$ cat config.mk
export PLATFORM = sky130hd
export DESIGN_NAME = bmp4_to_planar_converter
export DESIGN_NICKNAME = d
export VERILOG_FILES = /design/src/rtl/core/b2p_pkg.sv /design/src/rtl/core/bmp4_to_planar_converter.sv
export SDC_FILE = /design/constraint.sdc
export NUM_CORES = 1
export LEC_CHECK = 0
export BUFFER_PORTS_ARGS = -buffer_cell sky130_fd_sc_hd__buf_2
export CORE_UTILIZATION = 49
export DETAILED_ROUTE_END_ITERATION = 16
export HOLD_SLACK_MARGIN = 0.12
export PLACE_DENSITY = 0.69
export SYNTH_ARGS = -nofsm -noshare
export SYNTH_HDL_FRONTEND = slang
export SYNTH_SLANG_ARGS = --single-unit
$ cat constraint.sdc
create_clock -name clock -period 17.5 [get_ports clock]
set_input_delay 2.625 -clock clock [delete_from_list [all_inputs] [get_ports clock]]
set_output_delay 2.625 -clock clock [all_outputs]
set_load 0.02 [all_outputs]
$ cat src/rtl/core/b2p_pkg.sv
// ----------------------------------------------------------------------------
// b2p_pkg
// Shared types and constants for the 4bpp bitmap to planar converter.
// ----------------------------------------------------------------------------
package b2p_pkg;

   // Control register map, indexed by csr_paddr[3:2].
   typedef enum logic [1:0] {
      REG_IMAGE_WIDTH  = 2'd0,
      REG_IMAGE_HEIGHT = 2'd1,
      REG_SCAN_PITCH   = 2'd2
   } csr_reg_type;

   // Register reset values.
   localparam logic [9:0] IMAGE_WIDTH_RESET  = 10'd640;
   localparam logic [9:0] IMAGE_HEIGHT_RESET = 10'd480;
   localparam logic [7:0] SCAN_PITCH_RESET   = 8'd80;

   // Field widths.
   localparam int unsigned COL_W    = 9;
   localparam int unsigned ROW_W    = 10;
   localparam int unsigned OFFSET_W = 18;
   localparam int unsigned RSP_DATA_W = 56;

   // Four plane bytes of one group of eight pixels.
   typedef logic [3:0][7:0] planes_type;

endpackage

$ cat src/rtl/core/bmp4_to_planar_converter.sv
// ----------------------------------------------------------------------------
// bmp4_to_planar_converter
// Converts a bottom-up 4bpp bitmap byte stream into planar framebuffer writes.
// ----------------------------------------------------------------------------
// Usage:
//   The req channel carries one bitmap data byte per transfer; req_tuser is
//   high on the first byte of an image and restarts all counters. Each byte
//   holds two pixels, high nibble first; row padding bytes are consumed.
//   The rsp channel carries one framebuffer write per complete group of eight
//   pixels or per row end: the byte offset and four plane bytes. rsp_tlast
//   marks the final write of the image. Bytes after the last row are dropped.
//   The csr port holds image width, image height and line length; write it
//   only while no transfer is in flight.
// Timing:
//   One byte per cycle sustained while rsp does not stall. A byte enters an
//   input register and is processed from there into the output register,
//   which drives rsp. The next counter state is computed combinationally and
//   registered with each processed byte, which sets the rate of one byte per
//   clock.
//   Reset clears both registers, the counters and the plane accumulators and
//   loads the default geometry. When rsp stalls with a write pending, the
//   input register still fills once and then req_tready drops.
// ----------------------------------------------------------------------------
module bmp4_to_planar_converter #(
   parameter int unsigned MAX_WIDTH  = 1024,
   parameter int unsigned MAX_HEIGHT = 1024
) (
   input  logic        clock,
   input  logic        reset,
   // Input byte stream.
   input  logic        req_tvalid,
   output logic        req_tready,
   input  logic [7:0]  req_tdata,   // [7:0] pixel_byte
   input  logic        req_tuser,   // [0] start_of_image
   // Framebuffer write stream.
   output logic        rsp_tvalid,
   input  logic        rsp_tready,
   output logic [55:0] rsp_tdata,   // [17:0] fb_offset, [25:18] plane_zero,
                                    // [33:26] plane_one, [41:34] plane_two,
                                    // [49:42] plane_three, [55:50] zero
   output logic        rsp_tlast,   // image_done
   // Control registers.
   input  logic        csr_psel,
   input  logic        csr_penable,
   input  logic        csr_pwrite,
   input  logic [3:0]  csr_paddr,
   input  logic [31:0] csr_pwdata,
   output logic [31:0] csr_prdata,
   output logic        csr_pready
);
   import b2p_pkg::*;

   // Control registers.
   logic [9:0] width_ff;
   logic [9:0] height_ff;
   logic [7:0] line_len_ff;
   logic       csr_write;

   // Input register.
   logic       in_valid_ff;
   logic [7:0] in_byte_ff;
   logic       in_sof_ff;

   // Stream state.
   logic [COL_W-1:0] byte_column_ff, byte_column_in;
   logic [ROW_W-1:0] row_count_ff, row_count_in;
   planes_type       accum_ff, accum_in;
   logic             finished_ff, finished_in;

   // Output register.
   logic                  out_valid_ff;
   logic [RSP_DATA_W-1:0] out_data_ff, out_data_in;
   logic                  out_last_ff, out_last_in;

   // Processing signals.
   logic             out_free;
   logic             advance;
   logic [9:0]       w_eff;
   logic [9:0]       h_eff;
   logic [COL_W-1:0] col;
   logic [ROW_W-1:0] row;
   planes_type       acc;
   planes_type       acc_new;
   logic             fin;
   logic             active;
   logic [9:0]       data_bytes;
   logic [9:0]       row_bytes;
   logic             in_data;
   logic [9:0]       px0;
   logic [9:0]       px1;
   logic             px1_ok;
   logic [9:0]       last_px;
   logic             row_end;
   logic             emit;
   logic             col_wrap;
   logic [9:0]       flipped;
   logic [OFFSET_W-1:0] offset;
   logic [2:0]       pos0;
   logic [2:0]       pos1;

   // APB register access; pready is tied high.
   assign csr_pready = 1'b1;
   assign csr_write  = csr_psel & csr_penable & csr_pwrite & csr_pready;

   always_ff @(posedge clock) begin
      if (reset) begin
         width_ff    <= IMAGE_WIDTH_RESET;
         height_ff   <= IMAGE_HEIGHT_RESET;
         line_len_ff <= SCAN_PITCH_RESET;
      end else if (csr_write) begin
         case (csr_reg_type'(csr_paddr[3:2]))
            REG_IMAGE_WIDTH:  width_ff    <= csr_pwdata[9:0];
            REG_IMAGE_HEIGHT: height_ff   <= csr_pwdata[9:0];
            REG_SCAN_PITCH:   line_len_ff <= csr_pwdata[7:0];
            default: ;
         endcase
      end
   end

   always_comb begin
      case (csr_reg_type'(csr_paddr[3:2]))
         REG_IMAGE_WIDTH:  csr_prdata = {22'd0, width_ff};
         REG_IMAGE_HEIGHT: csr_prdata = {22'd0, height_ff};
         REG_SCAN_PITCH:   csr_prdata = {24'd0, line_len_ff};
         default:          csr_prdata = 32'd0;
      endcase
   end

   // Handshake: the input register moves on whenever the output register is free.
   assign out_free   = !out_valid_ff || rsp_tready;
   assign advance    = in_valid_ff && out_free;
   assign req_tready = !in_valid_ff || out_free;

   always_ff @(posedge clock) begin
      if (reset) begin
         in_valid_ff <= 1'b0;
      end else if (req_tready) begin
         in_valid_ff <= req_tvalid;
      end
   end

   always_ff @(posedge clock) begin
      if (req_tready && req_tvalid) begin
         in_byte_ff <= req_tdata;
         in_sof_ff  <= req_tuser;
      end
   end

   // Geometry, clipped to the supported maximum.
   always_comb begin
      w_eff = (32'(width_ff) > MAX_WIDTH) ? 10'(MAX_WIDTH) : width_ff;
      h_eff = (32'(height_ff) > MAX_HEIGHT) ? 10'(MAX_HEIGHT) : height_ff;
      data_bytes = 10'(({1'b0, w_eff} + 11'd1) >> 1);
      row_bytes  = (data_bytes + 10'd3) & ~10'd3;
   end

   // Per-byte processing: pixel placement, write decision and next state.
   always_comb begin
      // A start-of-image byte sees cleared state.
      col = in_sof_ff ? '0 : byte_column_ff;
      row = in_sof_ff ? '0 : row_count_ff;
      acc = in_sof_ff ? '0 : accum_ff;
      fin = in_sof_ff ? 1'b0 : finished_ff;

      active  = (w_eff != 10'd0) && (h_eff != 10'd0) && !fin && (row < h_eff);
      in_data = {1'b0, col} < data_bytes;

      px0     = {col, 1'b0};
      px1     = px0 | 10'd1;
      px1_ok  = px1 < w_eff;
      last_px = px1_ok ? px1 : px0;
      row_end = last_px == (w_eff - 10'd1);
      pos0    = 3'd7 - px0[2:0];
      pos1    = 3'd7 - px1[2:0];

      // Spread colour bit k of both pixels into plane k.
      acc_new = acc;
      for (int k = 0; k < 4; k++) begin
         acc_new[k][pos0] = acc[k][pos0] | in_byte_ff[4 + k];
         acc_new[k][pos1] = acc[k][pos1] | (px1_ok & in_byte_ff[k]);
      end

      emit     = active && in_data && (row_end || (last_px[2:0] == 3'b111));
      col_wrap = ({1'b0, col} + 10'd1) >= row_bytes;

      // Offset: flipped row times line length plus byte column, low bits kept.
      flipped = h_eff - 10'd1 - row;
      offset  = OFFSET_W'(OFFSET_W'(flipped) * OFFSET_W'(line_len_ff)
                          + OFFSET_W'(last_px[9:3]));

      out_data_in = {6'd0, acc_new[3], acc_new[2], acc_new[1], acc_new[0], offset};
      out_last_in = row_end && (row == (h_eff - 10'd1));

      // Next state.
      byte_column_in = col;
      row_count_in   = row;
      accum_in       = acc;
      finished_in    = fin;
      if (active) begin
         if (col_wrap) begin
            byte_column_in = '0;
            accum_in       = '0;
            finished_in    = ({1'b0, row} + 11'd1) >= {1'b0, h_eff};
            row_count_in   = row + 10'd1;
         end else begin
            byte_column_in = col + 9'd1;
            if (emit) begin
               accum_in = '0;
            end else if (in_data) begin
               accum_in = acc_new;
            end
         end
      end
   end

   always_ff @(posedge clock) begin
      if (reset) begin
         byte_column_ff <= '0;
         row_count_ff   <= '0;
         accum_ff       <= '0;
         finished_ff    <= 1'b0;
      end else if (advance) begin
         byte_column_ff <= byte_column_in;
         row_count_ff   <= row_count_in;
         accum_ff       <= accum_in;
         finished_ff    <= finished_in;
      end
   end

   // Output register.
   always_ff @(posedge clock) begin
      if (reset) begin
         out_valid_ff <= 1'b0;
      end else if (out_free) begin
         out_valid_ff <= advance && emit;
      end
   end

   always_ff @(posedge clock) begin
      if (advance && emit) begin
         out_data_ff <= out_data_in;
         out_last_ff <= out_last_in;
      end
   end

   assign rsp_tvalid = out_valid_ff;
   assign rsp_tdata  = out_data_ff;
   assign rsp_tlast  = out_last_ff;

   // A finished image leaves no partial group behind.
   a_finished_clear : assert property (@(posedge clock) disable iff (reset)
      finished_ff |-> (accum_ff == '0))
      else $error("plane accumulator not clear after image end");

   // A partial group exists only inside a row, never at its first column.
   a_partial_mid_row : assert property (@(posedge clock) disable iff (reset)
      (accum_ff != '0) |-> (byte_column_ff != '0))
      else $error("partial group held at column zero");

   // Every processed write reaches the output register.
   a_emit_valid : assert property (@(posedge clock) disable iff (reset)
      (advance && emit) |=> rsp_tvalid)
      else $error("write lost between stages");

endmodule

==> flow_metrics.py, run 1 <==
metrics = {
    "worst_setup_path": {
        "critPathKind": "reg -> reg",
        "required_ns": 17.70,
        "slowest_stage": "inv_2",
        "crit_path_frequent_cell": "fa_1",
        "cp-end-kind": "register",
        "slowest_delay_ns": 0.61,
        "crit_fanout": 53,
        "worstPathArrival_ns": 8.20,
        "critPathLaunchType": "register",
    },
    "clocking": {
        "cts_sinks": 142,
        "cts_buffer_depth": 2,
        "clkLatencyLatePin_ns": 0.44,
        "post_cts_buffers": 0,
        "cts_tree": "done",
        "numCtsBuffers": 17,
        "clk_pin_slew_ns": 0.07,
        "cts_root_buffer": "clkbuf_16",
        "hold_buffers": 0,
        "htreeDepth": 4,
        "cts-resized-gates": 0,
    },
    "placement": {
        "gp_congestion": 0.897,
        "placed_area_um2": 12300,
        "dp_hpwl_um": 20000,
        "io_buffer_count": 90,
    },
    "detailed_routing": {
        "drtAntennaViolNets": 0,
        "drcViolationCount": 0,
        "wl_per_cell_um": 15.8,
        "drt-total-wl_um": 26900,
        "dr_total_vias": 9297,
        "drt_iter0_markers": 585,
        "drtPass1Iterations": 5,
        "via_per_inst": 5.47,
    },
    "power_and_ir_drop": {
        "ir_drop_v": 0.0000501,
        "p_leak_nw": 5.64,
        "power.density_nw_per_um2": 72.6,
    },
    "worst_hold_path": {
        "worst_hold_path_type": "reg -> reg",
    },
    "global_routing": {
        "grt_util_all_layers_pct": 23.4,
        "grt_pass1_vias": 8933,
        "antenna_found_initial": 0,
        "grt_max_degree": 54,
        "grt-ovfl-total": 0,
        "grt_pass1_wl_um": 45000,
    },
    "floorplan": {
        "dieHeight_um": 157,
        "num_rows": 56,
        "ioPinCount": 144,
        "core_um2": 23500,
        "die_x_um": 157,
        "die-area_um2": 24500,
        "initial_core_util_pct": 49.9,
    },
    "synthesis": {
        "syn_avg_cell_area_um2": 8.91,
        "yosysTopAreaCellShare_pct": 15.4,
        "synth-seq-cells": 142,
        "synth_top_area_cell": "edfxtp_1",
        "yosys_warnings": 0,
        "ys_types": 72,
        "synth.cell_area_um2": 11700,
        "synth_edf_count": 60,
        "synth_cells": 1316,
        "yosys-top-cells-area": "edfxtp_1 (15%), dfxtp_1 (14%), ha_1 (11%), fa_1 (9.6%), nand2_1 (4.8%)",
        "synthArstFlopShare_pct": 0,
        "ys.flop_type": "dfxtp_1",
        "seq_area_frac_synth_pct": 29.4,
    },
    "flow_run": {
        "cap_violations": 0,
    },
    "layout": {
        "final_common_cell": "nand2_1",
        "fin_nets": 1579,
        "layout_common_cells": "nand2_1 (149), inv_1 (140), ha_1 (102)",
        "num_antenna_cells": 0,
        "postLayoutCoreUtil_pct": 54.7,
        "fin_area_um2": 12800,
        "drive_gt1_share_pct": 11.7,
        "area_growth_pct": 9.54,
    },
    "run_status": {
        "status": "finished, final reports clean",
    },
    "sta": {
        "fmax_mhz": 125,
        "finalSetupViolCount": 0,
        "drv_slew": 0,
        "skew_ns": 0.0115,
        "tightestPinTransition_ns": 1.09,
        "rsz0062_at_grt": "no",
        "fin_crit_sh_pct": 45.7,
        "fin_tns_setup_ns": 0,
        "max_slew_margin_pct": 27.0,
        "period_minus_slack_ns": 7.99,
        "final_hold_viol_count": 0,
    },
}
flip-flops by register name (all words and copies together) (netlist names):
signal	cells
rsp_tdata	50
accum_ff	32
h_eff	10
row_count_ff	10
w_eff	10
byte_column_ff	9
in_byte_ff	8
line_len_ff	8
finished_ff	1
in_sof_ff	1
in_valid_ff	1
rsp_tlast	1
rsp_tvalid	1
synth_stat cells (all sizes together) (3+ instances only):
master,instances
nand2,150
inv,146
ha,102
o21ai,89
dfxtp,82
nor2,72
edfxtp,60
a21oi,59
fa,56
and2,54
buf,54
xnor2,53
clkbuf,37
mux2i,34
nand3,29
nor2b,23
nor3,18
o31ai,18
a21o,16
a22o,16
and3,14
a211o,12
nand4,12
xor2,10
nor4,9
mux4,8
a31oi,7
nand2b,7
o21a,7
a22oi,6
a2111oi,5
a32oi,4
a211oi,3
o211ai,3
o21bai,3
o22ai,3
or3,3
or4,3
through the flow:
step / std cells / setup slack [ns] / total power, mW / hold WS (ns)
final: 1701 / 9.51 / 0.932 / 0.491
after global routing: 1701 / 8.89 / 0.979 / 0.518
after CTS: 1701 / 9.55 / 0.937 / 0.491
after detailed placement: 1669 / 9.57 / 0.568 / 0.483
after global placement: 1669 / 9.64 / 0.564 / 0.478
after floorplan: 1343 / 10.43 / 0.532 / 0.462
worst max-delay path, delay by kind of cell (launching register included):
kind / cells / cell delay (ns)
simple gates: 4 / 0.76
compound gates: 10 / 2.12
flops: 1 / 0.35
xor+xnor: 2 / 0.66
buf+inv: 5 / 1.03
fa+ha+maj: 6 / 2.76
per-layer routing:
layer | track usage [%] | share of wire (%) | up-vias
li1 | - | - | 4564
met2 | 38.0 | 47 | 259
met5 | 0 | 0 | -
met4 | 7.38 | 1.8 | 0
met3 | 3.99 | 4.9 | 31
met1 | 31.6 | 46 | 4443
power by group:
group          switching [mW]  internal (mW)  total [mW]
clock network           0.159          0.213       0.371
logic                   0.118         0.0797       0.197
registers             0.00667          0.357       0.363
path summary, 6_finish.rpt:
check             slack [ns]  cells after the start   startpoint       endpoint
setup / recovery        9.51                     27    in_sof_ff  rsp_tdata[16]
setup reg to reg        9.51                     27    in_sof_ff  rsp_tdata[16]
hold reg to reg         0.49                      2  accum_ff[6]    accum_ff[6]
hold / removal          0.49                      2  accum_ff[6]    accum_ff[6]
cells by family after synthesis:
group	synth area share (%)
fa+ha+maj	20.4
buf+inv	8.83
simple gates	17.4
xor+xnor	4.90
other cells	0.0641
compound gates	14.6
flops	29.4
mux	4.44
cell type report:
| type | instances | area (um^2) |
|---|---|---|
| Multi-Input combinational cell | 964 | 7360 |
| Sequential cell | 142 | 3440 |
| Clock buffer | 18 | 429 |
| Tap cell | 319 | 399 |
| Timing Repair Buffer | 98 | 510 |
| Fill cell | 2122 | 10600 |
| Clock inverter | 14 | 155 |
| Inverter | 146 | 548 |
Note: power is estimated with default switching activity, not from simulation.
==> inputs of run 2 (changes only) <==
==> constraint.sdc (replaced) <==
create_clock -name clock -period 7.6 [get_ports clock]
set_input_delay 1.14 -clock clock [delete_from_list [all_inputs] [get_ports clock]]
set_output_delay 1.14 -clock clock [all_outputs]
set_load 0.02 [all_outputs]
==> run 2 against run 1 <==
Effect of this change:
- utilization is 0.21 points higher
- first-iteration DRC count increased by 30%
- clock skew rose by 0.0017 ns
- final cell count increased by 0.41%
- largest power group unchanged
- critical endpoint unchanged
==> flow_metrics.py, run 2 (synthesis results as in run 1) <==
metrics = {
    "run_status": {
        "status": "finished, final reports clean",
    },
    "detailed_routing": {
        "dr_total_vias": 9336,
        "drt-total-wl_um": 27800,
        "drt_iter0_markers": 758,
        "via_per_inst": 5.47,
        "drcViolationCount": 0,
        "wl_per_cell_um": 16.3,
        "drtPass1Iterations": 5,
        "drtAntennaViolNets": 0,
    },
    "sta": {
        "max_slew_margin_pct": 25.4,
        "fmax_mhz": 142,
        "finalSetupViolCount": 0,
        "tightestPinTransition_ns": 1.11,
        "fin_ws_ns": 0.567,
        "drv_slew": 0,
        "final_hold_viol_count": 0,
        "skew_ns": 0.0133,
        "fin_tns_setup_ns": 0,
        "fin_crit_sh_pct": 92.5,
        "period_minus_slack_ns": 7.03,
        "holdWs_ns": 0.497,
        "rsz0062_at_grt": "no",
    },
    "worst_setup_path": {
        "r2r_cells": 27,
        "required_ns": 7.78,
        "slowest_delay_ns": 0.55,
        "cp-end-kind": "register",
        "rr_endpoint": "rsp_tdata[16]",
        "crit_buf_inv": 4,
        "crit_fanout": 8,
        "critPathLaunchType": "register",
        "crit_path_frequent_cell": "fa_1",
        "slowest_stage": "fa_1",
        "reg2reg_from": "row_count_ff[0]",
        "critPathKind": "reg -> reg",
        "ff2ff_setup_slack_ns": 0.57,
        "worstPathArrival_ns": 7.22,
        "cp_top_family": "adder cells",
    },
    "clocking": {
        "numCtsBuffers": 17,
        "cts_sinks": 142,
        "cts_tree": "done",
        "post_cts_buffers": 0,
        "clkLatencyLatePin_ns": 0.43,
        "htreeDepth": 4,
        "clk_pin_slew_ns": 0.07,
        "hold_buffers": 0,
        "cts_buffer_depth": 2,
        "cts-resized-gates": 0,
        "cts_root_buffer": "clkbuf_16",
    },
    "layout": {
        "layout_common_cells": "nand2_1 (149), inv_1 (140), ha_1 (102)",
        "largest_register_ffs": 50,
        "area_growth_pct": 9.97,
        "drive_gt1_share_pct": 12.2,
        "multiInputGateArea_um2": 7360,
        "fill_cells": 2075,
        "fin_area_um2": 12900,
        "register_area_um2": 3440,
        "fin_nets": 1585,
        "stdcell_count": 1708,
        "final_common_cell": "nand2_1",
        "postLayoutCoreUtil_pct": 54.9,
    },
    "flow_run": {
        "cap_violations": 0,
    },
    "floorplan": {
        "core_um2": 23500,
        "die-area_um2": 24500,
        "num_rows": 56,
        "ioPinCount": 144,
        "initial_core_util_pct": 49.9,
        "dieHeight_um": 157,
        "die_x_um": 157,
    },
    "worst_hold_path": {
        "whs_endpoint": "accum_ff[6]",
        "hp-start": "accum_ff[6]",
        "worst_hold_path_type": "reg -> reg",
        "holdPathStages": 2,
    },
    "global_routing": {
        "antenna_found_initial": 0,
        "grt_max_degree": 54,
        "grt_util_all_layers_pct": 23.9,
        "grt_pass1_wl_um": 45900,
        "grt-ovfl-total": 0,
        "grt_pass1_vias": 9089,
    },
    "power_and_ir_drop": {
        "finalPower_mw": 2.15,
        "power.density_nw_per_um2": 167,
        "ir_drop_v": 0.000143,
        "p_leak_nw": 5.67,
    },
    "placement": {
        "io_buffer_count": 90,
        "dp_cells": 1675,
        "gp_congestion": 0.888,
        "place_ws_ns": 0.578,
        "dp_hpwl_um": 20600,
        "placed_area_um2": 12300,
    },
}
[run 2: cell types whose count changed in the layout (fill, tap and decap cells not counted)]
cell	before	now
clkbuf_1	1	0
bufinv_16	2	1
clkbuf_8	0	1
inv_8	0	1
buf_4	8	14
diode_2	0	1
clkinv_1	1	0
clkinvlp_4	1	2
clkinv_8	0	1
inv_6	7	6
[run 2: worst min-delay path, delay by kind of cell, from the launching register on]
kind	cells	cell delay [ns]
flip-flops	1	0.31
AO/OA/AOI/OAI	1	0.07
buffers and inverters	1	0.06
[run 2: power by group]
part	switching (mW)	total (mW)	internal, mW
Combinational	0.274	0.461	0.186
Sequential	0.0152	0.836	0.821
Clock	0.381	0.852	0.471
[run 2: final cells by class]
cell class              instances  area share [%]
repair buffers                104            4.31
clock buffers                  18            3.41
well taps                     319            3.10
diodes                          1          0.0194
clock inverters                14            1.15
multi-input cells             964            57.1
flip-flops and latches        142            26.7
inverters                     146            4.25
[run 2: worst max path at each step]
stage                     from       endpoint  cells after the start
6_report       row_count_ff[0]  rsp_tdata[16]                     27
2_1_floorplan        in_sof_ff   rsp_tdata[0]                     12
5_1_grt        row_count_ff[0]  rsp_tdata[16]                     27
3_3_place_gp         in_sof_ff  rsp_tdata[16]                     27
4_1_cts        row_count_ff[0]  rsp_tdata[16]                     27
3_5_place_dp   row_count_ff[0]  rsp_tdata[16]                     27
[run 2: metal layers]
layer,track usage (%),part of all wire (%),vias up
met4,8.17,2.2,0
met1,32.3,46,4442
met3,3.79,4.7,38
met5,0,0,-
li1,-,-,4587
met2,38.8,47,269
==> inputs of run 3 (changes only) <==
--- a/config.mk
+++ b/config.mk
@@ -6,10 +6,12 @@
 export NUM_CORES = 1
 export LEC_CHECK = 0
 export BUFFER_PORTS_ARGS = -buffer_cell sky130_fd_sc_hd__buf_2
-export CORE_UTILIZATION = 49
+export CELL_PAD_IN_SITES_DETAIL_PLACEMENT = 1
+export CELL_PAD_IN_SITES_GLOBAL_PLACEMENT = 1
+export CORE_UTILIZATION = 46
 export DETAILED_ROUTE_END_ITERATION = 16
 export HOLD_SLACK_MARGIN = 0.12
-export PLACE_DENSITY = 0.69
+export PLACE_DENSITY = 0.8
 export SYNTH_ARGS = -nofsm -noshare
 export SYNTH_HDL_FRONTEND = slang
 export SYNTH_SLANG_ARGS = --single-unit
==> run 3 against run 2 <==
Effect of this change:
- worst setup slack got worse by 0.15 ns
- sequential power barely moved
- clock-buffer cell count did not move
==> flow_metrics.py, run 3 (synthesis results as in run 1) <==
metrics = {
    "run_status": {
        "status": "finished, final reports clean",
    },
    "global_routing": {
        "grt_max_degree": 54,
        "grt-ovfl-total": 0,
        "grt_pass1_vias": 10000,
        "antenna_found_initial": 1,
        "grt_pass1_wl_um": 52600,
        "grt_util_all_layers_pct": 25.5,
    },
    "worst_setup_path": {
        "crit_fanout": 8,
        "worstPathArrival_ns": 7.38,
        "cp-end-kind": "register",
        "critPathKind": "reg -> reg",
        "critPathLaunchType": "register",
        "required_ns": 7.80,
        "ff2ff_setup_slack_ns": 0.42,
    },
    "power_and_ir_drop": {
        "p_switching_uw": 697,
        "p_seq_share_pct": 39.1,
        "comb_power_share_pct": 22.9,
        "p_int_mw": 1.44,
        "finalPower_mw": 2.13,
        "clkPwrFrac_pct": 38.0,
        "power.density_nw_per_um2": 166,
        "p_leak_nw": 5.67,
        "swShare_pct": 32.7,
        "ir_drop_v": 0.000127,
    },
    "detailed_routing": {
        "drt-total-wl_um": 32200,
        "dr_total_vias": 9725,
        "drtPass1Iterations": 5,
        "drcViolationCount": 0,
        "wl_met1_um": 14300,
        "via_per_inst": 5.65,
        "drtAntennaViolNets": 0,
        "wl_met2_um": 15700,
        "top_layer": "met4",
        "wl_per_cell_um": 18.7,
        "wl_met3_um": 1360,
        "drt_iter0_markers": 559,
    },
    "sta": {
        "holdWs_ns": 0.501,
        "tightestPinTransition_ns": 1.19,
        "final_hold_viol_count": 0,
        "fmax_mhz": 139,
        "fin_crit_sh_pct": 94.5,
        "rsz0062_at_grt": "no",
        "finalSetupViolCount": 0,
        "skew_ns": 0.0159,
        "max_slew_margin_pct": 20.4,
        "fin_tns_setup_ns": 0,
        "drv_slew": 0,
        "period_minus_slack_ns": 7.18,
    },
    "floorplan": {
        "dieHeight_um": 162,
        "die-area_um2": 26100,
        "ioPinCount": 144,
        "core_um2": 25100,
        "num_rows": 58,
        "initial_core_util_pct": 46.7,
        "die_x_um": 162,
    },
    "placement": {
        "gp_congestion": 0.864,
        "io_buffer_count": 90,
        "dp_hpwl_um": 23800,
        "dp_cells": 1688,
    },
    "clocking": {
        "cts_sinks": 142,
        "cts_buffer_depth": 2,
        "cts_tree": "done",
        "clkLatencyLatePin_ns": 0.44,
        "numCtsBuffers": 17,
        "clk_pin_slew_ns": 0.08,
        "cts_root_buffer": "clkbuf_16",
        "hold_buffers": 0,
        "htreeDepth": 4,
    },
    "worst_hold_path": {
        "worst_hold_path_type": "reg -> reg",
    },
    "layout": {
        "stdcell_count": 1721,
        "final_common_cell": "nand2_1",
        "largest_register_ffs": 50,
        "drive_gt1_share_pct": 12.3,
        "layout_common_cells": "nand2_1 (149), inv_1 (140), ha_1 (102)",
        "fin_nets": 1587,
        "area_growth_pct": 9.90,
    },
    "flow_run": {
        "cap_violations": 0,
    },
}
==> run 3: cell count changes in the layout (fill, tap and decap cells not counted), sizes merged <==
cell,delta
clkinvlp,-1
bufinv,-1
buf,+2
clkinv,+2
==> run 3: area by class of cell <==
type | count | area, um^2
Antenna cell | 1 | 2.50
Clock buffer | 18 | 429
Clock inverter | 14 | 106
Fill cell | 2998 | 12200
Inverter | 146 | 548
Multi-Input combinational cell | 964 | 7370
Sequential cell | 142 | 3440
Tap cell | 330 | 413
Timing Repair Buffer | 106 | 571
==> run 3: critical path: stages, from the launching register on <==
cell and delay, ns:
dfxtp_1 0.57, inv_1 0.09, ha_1 0.28, inv_1 0.06
ha_1 0.31, nor2b_1 0.13, o21ai_0 0.21, a21oi_1 0.12
o21ai_0 0.33, a21oi_1 0.19, a31oi_1 0.28, xnor2_1 0.11
buf_4 0.17, and2_1 0.17, fa_1 0.53, fa_1 0.46
fa_1 0.56, inv_1 0.06, fa_1 0.55, inv_1 0.05
ha_1 0.36, and2_1 0.18, a31o_2 0.21, a41o_1 0.24
o41ai_2 0.33, o21bai_1 0.11, a21oi_1 0.20, xnor2_1 0.09
==> run 3: power by group through the flow <==
stage               Clock [mW]  Combinational [mW]  Sequential [mW]
floorplan                    0               0.381            0.843
global placement             0               0.455            0.851
detailed placement           0               0.480            0.851
CTS                      0.821               0.485            0.834
global route             0.843               0.553            0.835
finish                   0.811               0.487            0.834
==> run 3: stage by stage <==
stage / utilization [%] / cell area, um^2 / worst slack [ns]
floorplan: - / 11800 / 0.822
global placement: 49.1 / 12300 / 0.555
detailed placement: 49.1 / 12300 / 0.321
CTS: 51.2 / 12900 / 0.295
global route: 51.3 / 12900 / 0.0510
finish: 51.3 / 12900 / 0.421
==> run 3: per-layer routing <==
metal  up-vias  track usage, %
met4         0            8.28
met2       225            43.0
li1       4588               -
met5         -               0
met1      4861            33.6
met3        51            3.54
==> run 3: final timing paths <==
path,from,to,depth (start not counted)
hold / removal,accum_ff[12],accum_ff[12],2
setup / recovery,h_eff[0],rsp_tdata[16],27
hold reg to reg,accum_ff[12],accum_ff[12],2
setup reg to reg,h_eff[0],rsp_tdata[16],27
==> run 3: what timing repair did <==
action | 4_1_cts | 5_1_grt
endpoints found under the setup margin | 0 | 1
setup buffers | 0 | 0
resized for setup | 0 | 2
